`config.mk`:
```
export PLATFORM = sky130hd
export DESIGN_NAME = contrast_sepia_pixel
export DESIGN_NICKNAME = d
export VERILOG_FILES = /design/src/hdl/csp_pkg.sv /design/src/hdl/contrast_sepia_pixel.sv /design/src/hdl/csp_gain.sv /design/src/hdl/csp_matrix.sv /design/src/hdl/csp_round.sv
export VERILOG_INCLUDE_DIRS = /design/src /design/src/hdl
export SDC_FILE = /design/constraint.sdc
export NUM_CORES = 2
export LEC_CHECK = 0
export ABC_AREA = 1
export BUFFER_PORTS_ARGS = -buffer_cell sky130_fd_sc_hd__clkbuf_2
export CORE_MARGIN = 2
export CORE_UTILIZATION = 25
export CTS_BUF_LIST = sky130_fd_sc_hd__clkbuf_8
export CTS_CLUSTER_DIAMETER = 150
export DETAILED_ROUTE_END_ITERATION = 12
export PLACE_DENSITY = 0.42
export SLEW_MARGIN = 20
export SYNTH_ARGS = -nofsm -noshare
export SYNTH_HDL_FRONTEND = slang
export SYNTH_SLANG_ARGS = --single-unit
```
`constraint.sdc`:
```
create_clock -name clk_i -period 6 [get_ports clk_i]
set_clock_uncertainty 0.1 [all_clocks]
set_input_delay 0 -clock clk_i [delete_from_list [all_inputs] [get_ports clk_i]]
set_output_delay 0 -clock clk_i [all_outputs]
set_load 0.05 [all_outputs]
```
`src/hdl/contrast_sepia_pixel_macros.svh`:
```
// Assertion macros shared by the contrast sepia pixel modules.
`ifndef CONTRAST_SEPIA_PIXEL_MACROS_SVH
`define CONTRAST_SEPIA_PIXEL_MACROS_SVH

// Same-cycle implication, checked out of reset.
`define CSP_ASSERT_NOW(lbl, ante, cons, msg) \
  lbl: assert property (@(posedge clk_i) disable iff (!rst_ni) (ante) |-> (cons)) \
    else $error(msg);

// Next-cycle implication, checked out of reset.
`define CSP_ASSERT_NEXT(lbl, ante, cons, msg) \
  lbl: assert property (@(posedge clk_i) disable iff (!rst_ni) (ante) |=> (cons)) \
    else $error(msg);

`endif

```
`src/hdl/csp_pkg.sv`:
```
// Types, widths and sepia coefficients for the contrast sepia pixel block.
package csp_pkg;

  localparam int COMPONENT_BITS = 8;
  localparam int NCH            = 3;
  localparam int GAIN_W         = 16;
  localparam int GAIN_FRAC      = 14;
  localparam int COEF_W         = 10;
  localparam int SUM_FRAC       = GAIN_FRAC + 10;
  localparam int PROD_W         = COMPONENT_BITS + GAIN_W;
  localparam int CVAL_W         = COMPONENT_BITS + GAIN_FRAC;
  localparam int MAC_W          = CVAL_W + COEF_W;
  localparam int SUM_W          = MAC_W + 2;

  typedef logic [COMPONENT_BITS-1:0] comp_t;
  typedef logic [GAIN_W-1:0]         gain_t;
  typedef logic [COEF_W-1:0]         coef_t;
  typedef logic [PROD_W-1:0]         prod_t;
  typedef logic [CVAL_W-1:0]         cval_t;
  typedef logic [MAC_W-1:0]          mac_t;
  typedef logic [SUM_W-1:0]          sum_t;

  typedef comp_t [NCH-1:0]           pix_t;
  typedef prod_t [NCH-1:0]           prod_vec_t;
  typedef mac_t  [NCH-1:0][NCH-1:0]  mac_mat_t;

  localparam gain_t GAIN_RESET = gain_t'(18063);

  // Saturation points: full scale in Q.14 and in Q.24.
  localparam cval_t CVAL_MAX = cval_t'(((64'd1 << COMPONENT_BITS) - 64'd1) << GAIN_FRAC);
  localparam sum_t  SUM_TOP  = sum_t'(((64'd1 << COMPONENT_BITS) - 64'd1) << SUM_FRAC);
  localparam sum_t  ROUND_HALF = sum_t'(64'd1 << (SUM_FRAC - 1));

  // Sepia matrix in Q0.10, [out row][in channel], channel 0 is red.
  localparam coef_t SEPIA_COEF [NCH][NCH] = '{
    '{coef_t'(402), coef_t'(787), coef_t'(194)},
    '{coef_t'(357), coef_t'(702), coef_t'(172)},
    '{coef_t'(279), coef_t'(547), coef_t'(134)}
  };

endpackage

```
`src/hdl/contrast_sepia_pixel.sv`:
```
// Three register stages (gain, matrix, round); a request accepted into the gain register
// passes through the matrix and round registers before pix_valid_o rises.
// Throughput: one pixel per cycle unless stalled; each multiplier or adder row is used once.
// A stalled output holds its stage; earlier empty stages still take requests.
// Reset clears all stage valid bits and loads the contrast gain with 18063 (1.05^2, Q2.14).
// Top level of the contrast sepia pixel block.
module contrast_sepia_pixel (
  input  logic                                clk_i,
  input  logic                                rst_ni,
  input  logic                                cfg_we_i,
  input  logic [csp_pkg::GAIN_W-1:0]          cfg_data_i,
  input  logic                                pix_valid_i,
  output logic                                pix_stall_o,
  input  logic [csp_pkg::COMPONENT_BITS-1:0]  red_in_i,
  input  logic [csp_pkg::COMPONENT_BITS-1:0]  green_in_i,
  input  logic [csp_pkg::COMPONENT_BITS-1:0]  blue_in_i,
  output logic                                pix_valid_o,
  input  logic                                pix_stall_i,
  output logic [csp_pkg::COMPONENT_BITS-1:0]  red_out_o,
  output logic [csp_pkg::COMPONENT_BITS-1:0]  green_out_o,
  output logic [csp_pkg::COMPONENT_BITS-1:0]  blue_out_o
);

  csp_pkg::gain_t     gain_q;
  csp_pkg::gain_t     gain_d;
  csp_pkg::pix_t      pix_in;
  csp_pkg::pix_t      pix_out;
  csp_pkg::prod_vec_t prod;
  csp_pkg::mac_mat_t  mac;
  logic               g_ready;
  logic               g_valid;
  logic               m_ready;
  logic               m_valid;
  logic               r_ready;

  assign gain_d = cfg_we_i ? cfg_data_i : gain_q;

  always_ff @(posedge clk_i or negedge rst_ni) begin
    if (!rst_ni) begin
      gain_q <= csp_pkg::GAIN_RESET;
    end else begin
      gain_q <= gain_d;
    end
  end

  assign pix_in[0] = red_in_i;
  assign pix_in[1] = green_in_i;
  assign pix_in[2] = blue_in_i;

  csp_gain u_gain (
    .clk_i   (clk_i),
    .rst_ni  (rst_ni),
    .valid_i (pix_valid_i),
    .pix_i   (pix_in),
    .gain_i  (gain_q),
    .ready_o (g_ready),
    .valid_o (g_valid),
    .prod_o  (prod),
    .ready_i (m_ready)
  );

  csp_matrix u_matrix (
    .clk_i   (clk_i),
    .rst_ni  (rst_ni),
    .valid_i (g_valid),
    .prod_i  (prod),
    .ready_o (m_ready),
    .valid_o (m_valid),
    .mac_o   (mac),
    .ready_i (r_ready)
  );

  csp_round u_round (
    .clk_i   (clk_i),
    .rst_ni  (rst_ni),
    .valid_i (m_valid),
    .mac_i   (mac),
    .ready_o (r_ready),
    .valid_o (pix_valid_o),
    .pix_o   (pix_out),
    .ready_i (!pix_stall_i)
  );

  assign pix_stall_o = !g_ready;
  assign red_out_o   = pix_out[0];
  assign green_out_o = pix_out[1];
  assign blue_out_o  = pix_out[2];

`include "contrast_sepia_pixel_macros.svh"

  `CSP_ASSERT_NOW(a_top_no_stall_empty, !g_valid, !pix_stall_o, "top: stall with empty first stage")
  `CSP_ASSERT_NOW(a_top_flow, !pix_valid_o, !pix_stall_o, "top: stall with empty output stage")

endmodule

```
`src/hdl/csp_gain.sv`:
```
// Stage 1: multiply each component by the contrast gain.
module csp_gain (
  input  logic               clk_i,
  input  logic               rst_ni,
  input  logic               valid_i,
  input  csp_pkg::pix_t      pix_i,
  input  csp_pkg::gain_t     gain_i,
  output logic               ready_o,
  output logic               valid_o,
  output csp_pkg::prod_vec_t prod_o,
  input  logic               ready_i
);

  logic               v_q;
  logic               v_d;
  logic               load;
  csp_pkg::prod_vec_t prod_q;
  csp_pkg::prod_vec_t prod_d;

  assign ready_o = !v_q || ready_i;
  assign load    = valid_i && ready_o;
  assign v_d     = ready_o ? valid_i : v_q;

  always_comb begin
    for (int k = 0; k < csp_pkg::NCH; k++) begin
      prod_d[k] = csp_pkg::prod_t'(pix_i[k]) * csp_pkg::prod_t'(gain_i);
    end
  end

  always_ff @(posedge clk_i or negedge rst_ni) begin
    if (!rst_ni) begin
      v_q <= 1'b0;
    end else begin
      v_q <= v_d;
    end
  end

  always_ff @(posedge clk_i) begin
    if (load) begin
      prod_q <= prod_d;
    end
  end

  assign valid_o = v_q;
  assign prod_o  = prod_q;

`include "contrast_sepia_pixel_macros.svh"

  `CSP_ASSERT_NEXT(a_gain_load_valid, load, v_q, "csp_gain: accepted request did not register")

endmodule

```
`src/hdl/csp_matrix.sv`:
```
// Stage 2: clamp the contrast values and form the nine sepia products.
module csp_matrix (
  input  logic               clk_i,
  input  logic               rst_ni,
  input  logic               valid_i,
  input  csp_pkg::prod_vec_t prod_i,
  output logic               ready_o,
  output logic               valid_o,
  output csp_pkg::mac_mat_t  mac_o,
  input  logic               ready_i
);

  logic              v_q;
  logic              v_d;
  logic              load;
  csp_pkg::cval_t    cval [csp_pkg::NCH];
  csp_pkg::mac_mat_t mac_q;
  csp_pkg::mac_mat_t mac_d;

  assign ready_o = !v_q || ready_i;
  assign load    = valid_i && ready_o;
  assign v_d     = ready_o ? valid_i : v_q;

  always_comb begin
    for (int k = 0; k < csp_pkg::NCH; k++) begin
      // gain above one saturates at full scale before the matrix
      if (prod_i[k] > csp_pkg::prod_t'(csp_pkg::CVAL_MAX)) begin
        cval[k] = csp_pkg::CVAL_MAX;
      end else begin
        cval[k] = csp_pkg::cval_t'(prod_i[k]);
      end
    end
    for (int r = 0; r < csp_pkg::NCH; r++) begin
      for (int c = 0; c < csp_pkg::NCH; c++) begin
        mac_d[r][c] = csp_pkg::mac_t'(cval[c]) * csp_pkg::mac_t'(csp_pkg::SEPIA_COEF[r][c]);
      end
    end
  end

  always_ff @(posedge clk_i or negedge rst_ni) begin
    if (!rst_ni) begin
      v_q <= 1'b0;
    end else begin
      v_q <= v_d;
    end
  end

  always_ff @(posedge clk_i) begin
    if (load) begin
      mac_q <= mac_d;
    end
  end

  assign valid_o = v_q;
  assign mac_o   = mac_q;

`include "contrast_sepia_pixel_macros.svh"

  `CSP_ASSERT_NEXT(a_matrix_hold, v_q && !ready_i, v_q && $stable(mac_q), "csp_matrix: held request changed")

endmodule

```
`src/hdl/csp_round.sv`:
```
// Stage 3: sum each sepia row, clamp to full scale and round to nearest.
module csp_round (
  input  logic              clk_i,
  input  logic              rst_ni,
  input  logic              valid_i,
  input  csp_pkg::mac_mat_t mac_i,
  output logic              ready_o,
  output logic              valid_o,
  output csp_pkg::pix_t     pix_o,
  input  logic              ready_i
);

  logic          v_q;
  logic          v_d;
  logic          load;
  csp_pkg::sum_t sum [csp_pkg::NCH];
  csp_pkg::sum_t rnd [csp_pkg::NCH];
  csp_pkg::pix_t pix_q;
  csp_pkg::pix_t pix_d;

  assign ready_o = !v_q || ready_i;
  assign load    = valid_i && ready_o;
  assign v_d     = ready_o ? valid_i : v_q;

  always_comb begin
    for (int r = 0; r < csp_pkg::NCH; r++) begin
      sum[r] = csp_pkg::sum_t'(mac_i[r][0]) + csp_pkg::sum_t'(mac_i[r][1])
             + csp_pkg::sum_t'(mac_i[r][2]);
      if (sum[r] > csp_pkg::SUM_TOP) begin
        sum[r] = csp_pkg::SUM_TOP;
      end
      // round half up; cannot pass full scale after the clamp
      rnd[r]   = sum[r] + csp_pkg::ROUND_HALF;
      pix_d[r] = rnd[r][csp_pkg::SUM_FRAC +: csp_pkg::COMPONENT_BITS];
    end
  end

  always_ff @(posedge clk_i or negedge rst_ni) begin
    if (!rst_ni) begin
      v_q <= 1'b0;
    end else begin
      v_q <= v_d;
    end
  end

  always_ff @(posedge clk_i) begin
    if (load) begin
      pix_q <= pix_d;
    end
  end

  assign valid_o = v_q;
  assign pix_o   = pix_q;

`include "contrast_sepia_pixel_macros.svh"

  `CSP_ASSERT_NOW(a_round_ready, !v_q, ready_o, "csp_round: empty output stage not ready")

endmodule
```
==> Word-level counts from Yosys, hierarchy flattened <==
Index checks and enable logic that the tools add are counted.
Widths: inputs -> output; s select.
{ "classes": {"add_sub_neg": 9, "multipliers": 12, "n_lt_le_gt_ge": 6, "mux": 6, "reduce_logical": 11} }
{ "op_table": {"columns": ["cell", "n"], "rows": [
  ["$add 33x30->34", 3],
  ["$gt 34x32->1 const B", 3],
  ["$add 31x32->33", 3],
  ["$add 32x24->32 const B", 3],
  ["$mux 32", 3],
  ["$mul 22x9->31 const B", 3],
  ["$gt 24x22->1 const B", 3],
  ["$mul 8x16->24", 3],
  ["$mux 22", 3],
  ["$mul 22x10->32 const B", 2],
  ["$mul 22x7->29 const B", 2],
  ["$mul 22x8->30 const B", 1],
  ["$mul 22x6->28 const B", 1],
  ["$logic_not 1->1", 5],
  ["$logic_and 1x1->1", 3],
  ["$logic_or 1x1->1", 3]
]} }
{ "totals": {"register_bits": 388, "in_bits": 45, "word_cells": 63} }

==> Longest topological paths before layout <==
{ "depth": {"depth_word": 5, "ltp_mapped": 36, "depth_no_buf": 36} }

==> By module <==
A second synthesis with hierarchy kept.
{ "unflattened": {"hier_cells": 8357, "hier_area_um2": 64892.2} }
{ "modules_own_cells": {"columns": ["mod", "n_inst", "cells_per_inst", "area_per_inst_um2", "seq_area_each_um2"], "rows": [
  ["csp_matrix", 1, 4059, 36552.6, 7832.5],
  ["csp_gain", 1, 2279, 16294.4, 2187.1],
  ["csp_round", 1, 1949, 11383.4, 745.7],
  ["contrast_sepia_pixel", 1, 70, 661.9, 410.4]
]} }

==> Least setup slack after synthesis <==
No wires, ideal clock.
{ "synth_timing": {"kind": "register to register", "from": "register u_round.v_q (netlist: u_round.valid_o)", "to": "register u_matrix.mac_q, in the netlist u_matrix.mac_o[100] (enable)", "arrival_time_ps": 5874, "setup_slack_ps": -585, "stages_incl_launch_ff": 6, "period_less_slack_ps": 6585, "cell_sequence": "dfrtp_1 -> nand2_1 -> nor2_1 -> inv_1 -> nand2_1 -> inv_1"} }
{ "synth_via": {"elab_chain_len": 4} }
{ "synth_lines": {"columns": ["item", "line_no", "text"], "rows": [
  ["start, declared", "csp_round.sv:13", "logic v_q;"],
  ["start signal, assigned", "csp_round.sv:42", "v_q <= v_d;"],
  ["$logic_not 1->1", "csp_round.sv:21", "assign ready_o = !v_q || ready_i;"],
  ["$logic_or 1x1->1", "csp_round.sv:21", null],
  ["$logic_or 1x1->1", "csp_matrix.sv:20", "assign ready_o = !v_q || ready_i;"],
  ["$logic_and 1x1->1", "csp_matrix.sv:21", "assign load = valid_i && ready_o;"],
  ["via u_matrix.load", "csp_matrix.sv:15", "logic load;"],
  ["end signal, assigned", "csp_matrix.sv:50", "mac_q <= mac_d;"],
  ["end, declared", "csp_matrix.sv:17", "csp_pkg::mac_mat_t mac_q;"]
]} }
The timed path passes the listed nets, and every way through them passes these cells.
A chain may end at the register's enable or synchronous reset.

==> key figures <==
Die
  – FP Rows: 180
  – Die extent in x: 496 um
  – DIE HEIGHT: 496 um
  – Core area: 241000 sq um
  – Die Area: 246000 sq um
  – Initial Utilization: 25.1%
  – IO Pins: 71

Detailed routing
  – Number of vias per cell: 4.38
  – Final ANT Viol Nets: 0
  – Post-route DRC: 0
  – WL/cell: 18.4 um
  – Routed WL: 205000 um
  – DR iter-0 viols: 2636
  – Vias: 48800
  – 1st-pass router iterations: 5

Status
  – Outcome: completed

Worst setup path
  – Startpoint Class: flip-flop
  – Critical path data required time: 6450 ps
  – Top delay family on crit path: adder cells
  – Reg-to-reg slack, setup: 330 ps
  – Most used cell, CP: inv_1
  – Crit Path Max Fanout: 11
  – WP data arrival: 6120 ps
  – Slowest CP cell: fa_1
  – Crit path largest cell delay: 530 ps
  – Worst r2r dst: u_matrix.mac_o[157]$_DFFE_PP_
  – Crit path buffers/inverters: 9
  – Setup CP Type: flip-flop to flip-flop
  – Worst Reg-to-Reg Cells: 26
  – CP endpoint kind: flip-flop
  – R2R Path Start: u_gain.prod_o[32]$_DFFE_PP_

STA
  – Rel. slew slack: 40.9%
  – Fin crit share: 94.5%
  – Final Setup Violations: 0
  – Max Clk Rate: 0.176 GHz
  – Least-Margin Pin Slew: 887 ps
  – Final hold violations: 0
  – Max Slew Vio Count: 0
  – Period minus WS final: 5670 ps

Synth
  – EDFF count, synth: 356
  – Ys Warns: 0
  – Register area share after synthesis: 18.5%
  – Syn_nets: 8935
  – Synth Instances: 7274
  – Mapped Area: 60400 sq um
  – Most common flop cell mapped by yosys: edfxtp_1
  – Syn avg cell area: 8.31 sq um
  – Asr flop ratio synth: 5.07%
  – Synth cell types: 60
  – Yosys reg bits: 375

Global route
  – Vias in the first global route: 50800
  – Pin count of the biggest net entering global routing: 114
  – GRT Util Overall: 16.8%
  – Global-route wire length before repair: 312000 um
  – Initial antenna violation count: 10
  – Grt total ovfl: 0

Finish
  – Filler cells: 25900
  – Layout Utilization: 29.5%
  – Final nets: 9557
  – Area of the multi-input gates: 42800 sq um
  – P&R area growth vs syn: 17.4%
  – FF/Latch Area: 11200 sq um
  – Layout cells sized above 1: 11.4%

CTS
  – Clock-pin slew on the worst setup and hold paths: 60 ps
  – CTS tree: yes
  – Clock sink count: 375
  – Clock Latency Late Sink: 820 ps
  – Root buffer selected by CTS: clkbuf_8
  – H-tree levels: 3
  – CTS Buf Count: 83
  – CTS max path bufs: 3

Placement
  – Buffers on Ports: 70
  – DP HPWL: 179000 um
  – Routability cong.: 0.940

Run
  – Max Cap Viol: 0

Worst hold path
  – Hold EP: u_gain.prod_o[47]$_DFFE_PP_
  – Hold Startpoint: green_in_i[7]
  – Hold Path Stages: 6
  – Min-Delay Path Class: input port to flip-flop
-- kinds of logic (layout without fill, tap and decap cells) --
logic type,after synthesis,in the layout,share of synthesized area (%)
adder cells (fa/ha/maj),1616,1616,42.2
other,0,4,0
buffers and inverters,1771,2459,11.0
multiplexers,16,16,0.298
AND/OR/NAND/NOR,2463,2463,16.9
AO/OA/AOI/OAI,739,739,6.84
XOR/XNOR,294,294,4.26
flip-flops,375,375,18.5
-- stage by stage --
stage | hold slack (ps) | std cells | setup slack (ps) | instance area [sq um] | TNS [ps]
5_1_grt | 189 | 11100 | -6.21 | 71000 | -9.13
6_report | 127 | 11200 | 329 | 71000 | 0
4_1_cts | 26.3 | 11100 | 20.4 | 70700 | 0
3_5_place_dp | -119 | 10900 | -24.8 | 68400 | -55.2
2_1_floorplan | -396 | 7274 | 16.3 | 60400 | 0
3_3_place_gp | -124 | 10900 | -22.6 | 68400 | -23.1
-- cells in the mapped netlist, drive strengths merged, types with 4 or more instances --
| cell | count | share of area, % |
|---|---|---|
| fa | 704 | 23 |
| mux2 | 16 | 0.30 |
| xnor2 | 97 | 1.4 |
| dfstp | 8 | 0.35 |
| a211oi | 4 | 0.050 |
| clkbuf | 105 | 0.65 |
| nor2 | 475 | 3.1 |
| o21bai | 23 | 0.29 |
| a21oi | 386 | 3.2 |
| inv | 1662 | 10 |
| a31oi | 36 | 0.38 |
| o21a | 18 | 0.22 |
| o221ai | 7 | 0.10 |
| nor4 | 16 | 0.17 |
| a21boi | 19 | 0.24 |
| edfxtp | 356 | 18 |
| a31o | 4 | 0.058 |
| dfrtp | 11 | 0.46 |
| and2 | 6 | 0.062 |
| or2 | 18 | 0.19 |
| nand2 | 1590 | 10 |
| nand3b | 21 | 0.26 |
| xor2 | 197 | 2.9 |
| ha | 912 | 19 |
| o21ai | 198 | 1.7 |
| a21o | 17 | 0.21 |
| nor3 | 59 | 0.52 |
| nand4 | 52 | 0.54 |
| o211ai | 14 | 0.17 |
| nand3 | 223 | 1.9 |
-- repair_timing --
| action | CTS | global route |
|---|---|---|
| hold endpoints to repair | 138 | 0 |
| setup buffers | 2 | 3 |
| hold buffers | 64 | 0 |
| resized for setup | 1 | 70 |
| cloned | 0 | 0 |
| pin swaps | 0 | 9 |
| endpoints found under the setup margin | 2 | 64 |
-- metal layers --
| layer | part of all wire, % | GRT usage (%) | vias to the layer above | routed length (um) |
|---|---|---|---|---|
| li1 | - | - | 24100 | - |
| met1 | 47 | 22.7 | 23700 | 95800 |
| met2 | 47 | 28.6 | 840 | 97100 |
| met3 | 3.1 | 1.58 | 238 | 6270 |
| met4 | 3.0 | 4.89 | 2 | 6170 |
| met5 | 0.0058 | 0 | - | 12 |
-- registers in the layout (all words and copies together), names as in the netlist --
signal / count
u_matrix.mac_o: 260
u_gain.prod_o: 72
u_round.pix_o: 24
gain_q: 16
u_gain.valid_o: 1
u_matrix.valid_o: 1
u_round.valid_o: 1
-- final cells by class --
cell class / instances / share of cell area, %
inverter: 1664 / 8.83
clock inverter: 68 / 0.719
clock buffer: 83 / 1.61
antenna: 4 / 0.0141
sequential: 375 / 15.7
tap: 3185 / 5.62
timing repair buffer: 644 / 7.08
multi-input combinational: 5128 / 60.4
-- layout by cell type (no fill, tap or decap), types with 17 or more instances in the layout --
cell,synthesis,routed
nor2_2,12,27
buf_4,0,493
inv_1,1647,1657
xnor2_1,97,95
o21ai_0,170,166
edfxtp_1,356,356
o21ai_1,21,21
xor2_1,197,196
fa_1,704,703
nand3b_1,21,21
a21o_1,17,17
o21a_1,18,18
nand3_1,212,212
clkinv_1,2,19
clkbuf_2,0,70
clkbuf_8,0,83
o21bai_1,23,21
dlygate4sd3_1,0,64
a21oi_1,381,369
nand2_2,31,32
nor3_1,55,55
nand4_1,52,52
a31oi_1,35,33
nor2_1,453,432
nand2_1,1555,1554
ha_1,912,910
-- worst max-delay path by stage --
stage / end / depth (start not counted) / slack, ps / from
finish: u_matrix.mac_o[157]$_DFFE_PP_ / 26 / 330 / u_gain.prod_o[32]$_DFFE_PP_
detailed placement: u_matrix.mac_o[217]$_DFFE_PP_ / 30 / -20 / u_gain.prod_o[17]$_DFFE_PP_
CTS: u_matrix.mac_o[217]$_DFFE_PP_ / 30 / 20 / u_gain.prod_o[15]$_DFFE_PP_
global route: u_matrix.mac_o[60]$_DFFE_PP_ / 27 / -6 / u_gain.prod_o[46]$_DFFE_PP_
global placement: u_matrix.mac_o[62]$_DFFE_PP_ / 27 / -20 / u_gain.prod_o[46]$_DFFE_PP_
floorplan: u_matrix.mac_o[157]$_DFFE_PP_ / 32 / 20 / u_gain.prod_o[25]$_DFFE_PP_
-- tightest hold or removal path: stages --
cell	delay, ps
clkbuf_2	340
nand2_1	90
inv_1	60
fa_1	180
xor2_1	80
xor2_1	160
Power is not shown: default switching activity piles up to over one toggle a cycle in this logic, so the estimate is an artifact.
